[config.mk]
export PLATFORM = sky130hd
export DESIGN_NAME = hamming_encode_and_syndrome
export DESIGN_NICKNAME = d
export VERILOG_FILES = /design/src/hes_pkg.sv /design/src/hamming_encode_and_syndrome.sv /design/src/hes_cfg.sv /design/src/hes_place.sv /design/src/hes_parity.sv
export SDC_FILE = /design/constraint.sdc
export NUM_CORES = 1
export LEC_CHECK = 0
export BUFFER_PORTS_ARGS = -buffer_cell sky130_fd_sc_hd__buf_2
export CORE_ASPECT_RATIO = 0.6
export CORE_UTILIZATION = 40
export CTS_CLUSTER_SIZE = 16
export DETAILED_ROUTE_END_ITERATION = 12
export GPL_TIMING_DRIVEN = 0
export SETUP_SLACK_MARGIN = 0.3
export SLEW_MARGIN = 20
export SYNTH_ARGS = -nofsm -noshare
export SYNTH_HDL_FRONTEND = slang
export SYNTH_SLANG_ARGS = --single-unit
[constraint.sdc]
create_clock -name clk_i -period 6.2 [get_ports clk_i]
set_input_delay 0.62 -clock clk_i [delete_from_list [all_inputs] [get_ports clk_i]]
set_output_delay 0.62 -clock clk_i [all_outputs]
set_load 0.02 [all_outputs]
[src/hes_pkg.sv]
`timescale 1ns / 1ps
package hes_pkg;

  // Field widths
  localparam int WORD_W = 31;
  localparam int DATA_W = 26;
  localparam int LEN_W  = 5;
  localparam int PC_W   = 3;
  localparam int MAX_PC = 5;

  // Length limits and register reset value
  localparam int          CODE_BITS_DEF = 32;
  localparam int          LEN_MIN       = 1;
  localparam int          LEN_MAX       = 26;
  localparam logic [4:0]  LEN_RESET     = 5'd4;

  // Operation codes
  localparam logic OP_ENCODE = 1'b0;
  localparam logic OP_CHECK  = 1'b1;

  // Input request
  typedef struct packed {
    logic              operation;
    logic [WORD_W-1:0] word;
  } hes_req_t;

  // Result
  typedef struct packed {
    logic [WORD_W-1:0] code_word;
    logic [LEN_W-1:0]  code_length;
    logic [PC_W-1:0]   parity_count;
    logic [LEN_W-1:0]  error_position;
  } hes_res_t;

  // Code geometry derived from the length register
  typedef struct packed {
    logic [LEN_W-1:0] len;
    logic [LEN_W-1:0] clen;
    logic [PC_W-1:0]  pc;
  } hes_geom_t;

  // Pipeline stage contents
  typedef struct packed {
    logic              valid;
    logic              op;
    logic [WORD_W-1:0] word;
  } hes_stage_t;

  typedef struct packed {
    logic              valid;
    logic              op;
    logic [WORD_W-1:0] word;
    logic [MAX_PC-1:0] par;
  } hes_par_t;

  // Parity bits needed for n data bits
  function automatic logic [PC_W-1:0] parity_for(logic [LEN_W-1:0] n);
    logic [PC_W-1:0] p;
    if (n <= 5'd1) p = 3'd2;
    else if (n <= 5'd4) p = 3'd3;
    else if (n <= 5'd11) p = 3'd4;
    else p = 3'd5;
    return p;
  endfunction

  // Largest data length whose code fits in min(code_bits - 1, 31) positions
  function automatic int max_len(int code_bits);
    int lim;
    int res;
    lim = code_bits - 1;
    if (lim > WORD_W) lim = WORD_W;
    res = LEN_MIN;
    for (int n = LEN_MIN; n <= LEN_MAX; n++) begin
      if (n + int'(parity_for(LEN_W'(n))) <= lim) res = n;
    end
    return res;
  endfunction

  // Scatter data bits onto the positions that are not powers of two
  function automatic logic [WORD_W-1:0] place_data(logic [DATA_W-1:0] data,
                                                   logic [LEN_W-1:0] len);
    logic [WORD_W-1:0] cw;
    int j;
    cw = '0;
    j  = 0;
    for (int pos = 1; pos <= WORD_W; pos++) begin
      if ((pos & (pos - 1)) != 0) begin
        cw[pos-1] = data[j] & (LEN_W'(j) < len);
        j++;
      end
    end
    return cw;
  endfunction

  // Positions checked by parity bit k
  function automatic logic [WORD_W-1:0] cover_mask(int k);
    logic [WORD_W-1:0] m;
    for (int pos = 1; pos <= WORD_W; pos++) begin
      m[pos-1] = ((pos >> k) & 1) != 0;
    end
    return m;
  endfunction

endpackage

[src/hamming_encode_and_syndrome.sv]
`timescale 1ns / 1ps
// Channel   | Signals                          | Direction | Handshake
// ----------+----------------------------------+-----------+---------------------
// request   | start, busy, req_i               | in        | start & !busy
// result    | done_o, res_o                    | out       | one-cycle strobe
// config    | cfg_valid_i, cfg_ready_o, cfg_data_i | in    | valid & ready
//
// One request per cycle; each result passes through the four register stages after its request
// is taken: input, bit placement, parity trees, output merge.
// busy is held low and cfg_ready_o high: the pipeline has no stall path.
// Reset clears the stage valid bits and loads a data length of 4.
// done_o is high for exactly one cycle per result; the receiver cannot hold it off.
module hamming_encode_and_syndrome import hes_pkg::*; #(
  parameter int CodeBits = CODE_BITS_DEF
) (
  input  logic             clk_i,
  input  logic             rst_ni,
  input  logic             start,
  output logic             busy,
  input  hes_req_t         req_i,
  input  logic             cfg_valid_i,
  output logic             cfg_ready_o,
  input  logic [LEN_W-1:0] cfg_data_i,
  output logic             done_o,
  output hes_res_t         res_o
);

  hes_geom_t         geom;
  hes_stage_t        in_q;
  hes_stage_t        place_st;
  hes_par_t          par_st;
  hes_res_t          res_d, res_q;
  logic              done_q;
  logic [WORD_W-1:0] par_bits;

  assign busy        = 1'b0;
  assign cfg_ready_o = 1'b1;

  hes_cfg #(
    .CodeBits(CodeBits)
  ) u_cfg (
    .clk_i (clk_i),
    .rst_ni(rst_ni),
    .wr_i  (cfg_valid_i & cfg_ready_o),
    .data_i(cfg_data_i),
    .geom_o(geom)
  );

  // Input stage
  always_ff @(posedge clk_i or negedge rst_ni) begin
    if (!rst_ni) begin
      in_q <= '0;
    end else begin
      in_q.valid <= start & ~busy;
      in_q.op    <= req_i.operation;
      in_q.word  <= req_i.word;
    end
  end

  hes_place u_place (
    .clk_i (clk_i),
    .rst_ni(rst_ni),
    .in_i  (in_q),
    .geom_i(geom),
    .out_o (place_st)
  );

  hes_parity u_parity (
    .clk_i (clk_i),
    .rst_ni(rst_ni),
    .in_i  (place_st),
    .geom_i(geom),
    .out_o (par_st)
  );

  // Parity bit k lands at position 2^k
  always_comb begin
    par_bits = '0;
    for (int k = 0; k < MAX_PC; k++) begin
      par_bits[(1 << k) - 1] = par_st.par[k];
    end
  end

  // Output merge
  always_comb begin
    res_d.code_length  = geom.clen;
    res_d.parity_count = geom.pc;
    if (par_st.op == OP_CHECK) begin
      res_d.code_word      = '0;
      res_d.error_position = par_st.par;
    end else begin
      res_d.code_word      = par_st.word | par_bits;
      res_d.error_position = '0;
    end
  end

  always_ff @(posedge clk_i or negedge rst_ni) begin
    if (!rst_ni) begin
      done_q <= 1'b0;
    end else begin
      done_q <= par_st.valid;
    end
  end

  always_ff @(posedge clk_i) begin
    res_q <= res_d;
  end

  assign done_o = done_q;
  assign res_o  = res_q;

endmodule

[src/hes_cfg.sv]
`timescale 1ns / 1ps
module hes_cfg import hes_pkg::*; #(
  parameter int CodeBits = CODE_BITS_DEF
) (
  input  logic             clk_i,
  input  logic             rst_ni,
  input  logic             wr_i,
  input  logic [LEN_W-1:0] data_i,
  output hes_geom_t        geom_o
);

  localparam logic [LEN_W-1:0] LenLimit = LEN_W'(max_len(CodeBits));

  logic [LEN_W-1:0] data_length_q;
  logic [LEN_W-1:0] len;

  // Length register
  always_ff @(posedge clk_i or negedge rst_ni) begin
    if (!rst_ni) begin
      data_length_q <= LEN_RESET;
    end else if (wr_i) begin
      data_length_q <= data_i;
    end
  end

  // Clamp to the legal range, then to what fits in the code word
  always_comb begin
    if (data_length_q < LEN_W'(LEN_MIN)) len = LEN_W'(LEN_MIN);
    else if (data_length_q > LEN_W'(LEN_MAX)) len = LEN_W'(LEN_MAX);
    else len = data_length_q;
    if (len > LenLimit) len = LenLimit;
  end

  assign geom_o.len  = len;
  assign geom_o.pc   = parity_for(len);
  assign geom_o.clen = len + LEN_W'(geom_o.pc);

endmodule

[src/hes_place.sv]
`timescale 1ns / 1ps
module hes_place import hes_pkg::*; (
  input  logic       clk_i,
  input  logic       rst_ni,
  input  hes_stage_t in_i,
  input  hes_geom_t  geom_i,
  output hes_stage_t out_o
);

  logic [WORD_W-1:0] clen_mask;
  hes_stage_t        st_d, st_q;

  // Keep only positions inside the code
  always_comb begin
    for (int i = 0; i < WORD_W; i++) begin
      clen_mask[i] = LEN_W'(i) < geom_i.clen;
    end
  end

  // Encode: data onto code positions, parity slots left zero; check: mask
  always_comb begin
    st_d.valid = in_i.valid;
    st_d.op    = in_i.op;
    if (in_i.op == OP_CHECK) st_d.word = in_i.word & clen_mask;
    else st_d.word = place_data(in_i.word[DATA_W-1:0], geom_i.len);
  end

  always_ff @(posedge clk_i or negedge rst_ni) begin
    if (!rst_ni) begin
      st_q <= '0;
    end else begin
      st_q <= st_d;
    end
  end

  assign out_o = st_q;

endmodule

[src/hes_parity.sv]
`timescale 1ns / 1ps
module hes_parity import hes_pkg::*; (
  input  logic       clk_i,
  input  logic       rst_ni,
  input  hes_stage_t in_i,
  input  hes_geom_t  geom_i,
  output hes_par_t   out_o
);

  hes_par_t st_d, st_q;

  // One XOR tree per parity bit; bits beyond the parity count stay zero
  always_comb begin
    st_d.valid = in_i.valid;
    st_d.op    = in_i.op;
    st_d.word  = in_i.word;
    for (int k = 0; k < MAX_PC; k++) begin
      st_d.par[k] = (^(in_i.word & cover_mask(k))) & (PC_W'(k) < geom_i.pc);
    end
  end

  always_ff @(posedge clk_i or negedge rst_ni) begin
    if (!rst_ni) begin
      st_q <= '0;
    end else begin
      st_q <= st_d;
    end
  end

  assign out_o = st_q;

endmodule

==> reports/metrics.cfg <==
[outcome]
outcome=finished, final reports clean

[sta]
tightest_slew_ns=0.9359
setup_violations=0
maxSlewViolCount=0
fmax_mhz=259.3
fin_crit_sh_pct=62.19
rsz0062_at_grt=false
hold_ws_ns=0.1623
fin_tns_setup_ns=0
hold_viol=0
fin_crit_ns=3.856
skew_ns=0.009893
slew_headroom_pct=37.13

[synthesis]
synthFlopType=dfrtp_1
synth_edf_count=0
synth_mux_area_share_pct=1.372
synthAdderAreaFrac_pct=1.052
yosys-top-cells-count=109 x dfrtp_1, 44 x dfxtp_1, 38 x nand2_1, 38 x xnor2_1, 28 x nor2b_1
synth_top_family_by_area=simple AND/OR/NAND/NOR gates
yosysUniqueCellTypes=51
synth_top_area_share_pct=49.85
yosys-top-cells-area=dfrtp_1 50%, dfxtp_1 16%, xnor2_1 6.1%
async_reset_ff_share_pct=71.43
syn_inst=438
avgSynthCellArea_um2=12.49
synth-seq-cells=154
synth_xor_area_share_pct=9.399
synth_most_common_cell=dfrtp_1
yosys_warnings=0
ys_seq_area_share_pct=66.43
synth_compound_area_share_pct=8.530
synth-simple-area-share_pct=10.79
synth_top_area_cell=dfrtp_1
syn_nets=483
synth_area_mm2=0.005471

[setup_path]
critPathKind=flip-flop to flip-flop
worstSetupStartpointType=flip-flop
endpoint_kind=flip-flop
worstPathRequired_ns=6.47
worstPathArrival_ns=4.13
critPathMaxFanout=10

[die]
start_util_pct=41.79
core_area_mm2=0.01309
rows=32
io_pins=88
die-area_mm2=0.01417
dieWidth_um=153.0
die_height_um=92.60

[global_routing]
grt_use_total_pct=18.73
antenna_found_initial=0
first_global_vias=3484
grt_pass1_wl_mm=19.58
globalRouteOverflowTotal=0
grt_max_degree=58

[routing]
drtIter0Drc=228
vias=3502
postRouteAntennaNets=0
wl_mm=12.27
firstDrtPassIters=5
viasPerCell=4.824
drc_errors=0
routedWlPerCell_um=16.89

[clock_network]
clkLatencyLatePin_ns=0.41
clk_path_buf_depth=2
ctsResizeCount=0
cts-root-buf=clkbuf_16
path_clk_slew_ns=0.06
cts_tree=built
cts_max_level=4
post_cts_buffers=0
cts.sinks=154
cts_buffers=17
ctsHoldBuffers=0

[power_and_ir_drop]
vdd_ir_drop_max_mv=0.1832
power.leakage_nw=3.122
power.density_mw_per_mm2=427.0

[place]
place_hpwl_mm=9.259
io_buffer_count=85
place_area_mm2=0.006143
place_congestion=0.8523

[min_path]
hold_path.class=primary input to asynchronous set/reset pin

[layout]
area_growth_syn_to_layout_pct=23.21
final_util_pct=51.49
num_antenna_cells=0
layout.nets=588
fin_area_mm2=0.006741
drive_above_1_share_pct=25.36

[job]
drv_cap=0

==> state kept, by name, summed over array words and instances (netlist names) <==
name,cells
done_o,1
in_q,33
res_o,44
u_cfg.data_length_q,5
u_parity.out_o,38
u_place.out_o,33
==> final timing paths <==
check / slack (ns) / start / cells after the start / to
setup / recovery: 2.34 / u_cfg.data_length_q[3]$_DFFE_PN0P_ / 13 / u_place.out_o[17]$_DFF_PN0_
hold / removal: 0.16 / rst_ni / 1 / in_q[13]$_DFF_PN0_
setup reg to reg: 2.34 / u_cfg.data_length_q[3]$_DFFE_PN0P_ / 13 / u_place.out_o[17]$_DFF_PN0_
hold reg to reg: 0.35 / u_parity.out_o[37]$_DFF_PN0_ / 0 / done_o$_DFF_PN0_
max in group asynchronous: 5.40 / rst_ni / 2 / u_parity.out_o[0]$_DFF_PN0_
min in group clk_i: 0.31 / req_i[13] / 1 / in_q[13]$_DFF_PN0_
==> report_power, final <==
group          leakage (nW)  switching [mW]  internal, mW  total [mW]
combinational          1.11           0.381         0.273       0.654
sequential             1.73          0.0602          1.13        1.19
clock                 0.284           0.419         0.614        1.03
total                  3.12           0.860          2.02        2.88
==> cell type report <==
| cell class | instances | area [um^2] |
|---|---|---|
| plain buffers | 21 | 95.09 |
| clock buffers | 19 | 442.9 |
| clock inverters | 13 | 155.1 |
| fillers | 1176 | 6351 |
| inverters | 8 | 30.03 |
| multi-input cells | 255 | 1712 |
| flip-flops and latches | 154 | 3635 |
| well taps | 170 | 212.7 |
| repair buffers | 86 | 459.2 |
==> per-layer routing <==
layer  global-route usage (%)  share of wire (%)
met4                    5.808               0.24
met5                        0                  0
met1                    27.71                 51
met3                    4.633                6.8
met2                    26.91                 42
==> cell usage in the layout (no fill, tap or decap), types with 14 or more instances in the layout <==
| cell type | instances |
|---|---|
| clkbuf_16 | 17 |
| nor2_1 | 27 |
| o21ai_0 | 14 |
| xnor2_1 | 38 |
| nand2_1 | 38 |
| a21oi_1 | 14 |
| dfrtp_1 | 109 |
| dfxtp_1 | 44 |
| buf_2 | 88 |
| nor2b_1 | 28 |
==> stage by stage <==
step	total power [mW]	worst slack [ns]	instances
2_1_floorplan	1.664	3.254	438
3_3_place_gp	1.857	2.360	693
3_5_place_dp	1.869	2.428	694
4_1_cts	2.903	2.401	726
5_1_grt	3.014	2.077	726
6_report	2.879	2.344	726
==> logic make-up after synthesis <==
logic type / Yosys count
AO/OA/AOI/OAI: 70
XOR/XNOR: 53
adder cells (fa/ha/maj): 4
buffers and inverters: 29
flip-flops: 154
multiplexers: 7
other: 2
AND/OR/NAND/NOR: 119
==> worst max-delay path, cell delays in order, from the launching register on <==
cell and delay [ns]:
dfrtp_1 0.46, buf_2 0.24, clkbuf_1 0.40, nor2_1 0.14
a21oi_1 0.17, nand2_1 0.10, ha_1 0.22, fa_1 0.48
xnor2_2 0.46, inv_1 0.27, nor2_1 0.29, inv_1 0.15
o2111ai_1 0.19, o21ai_0 0.14
Note: power is estimated with default switching activity, not from simulation.
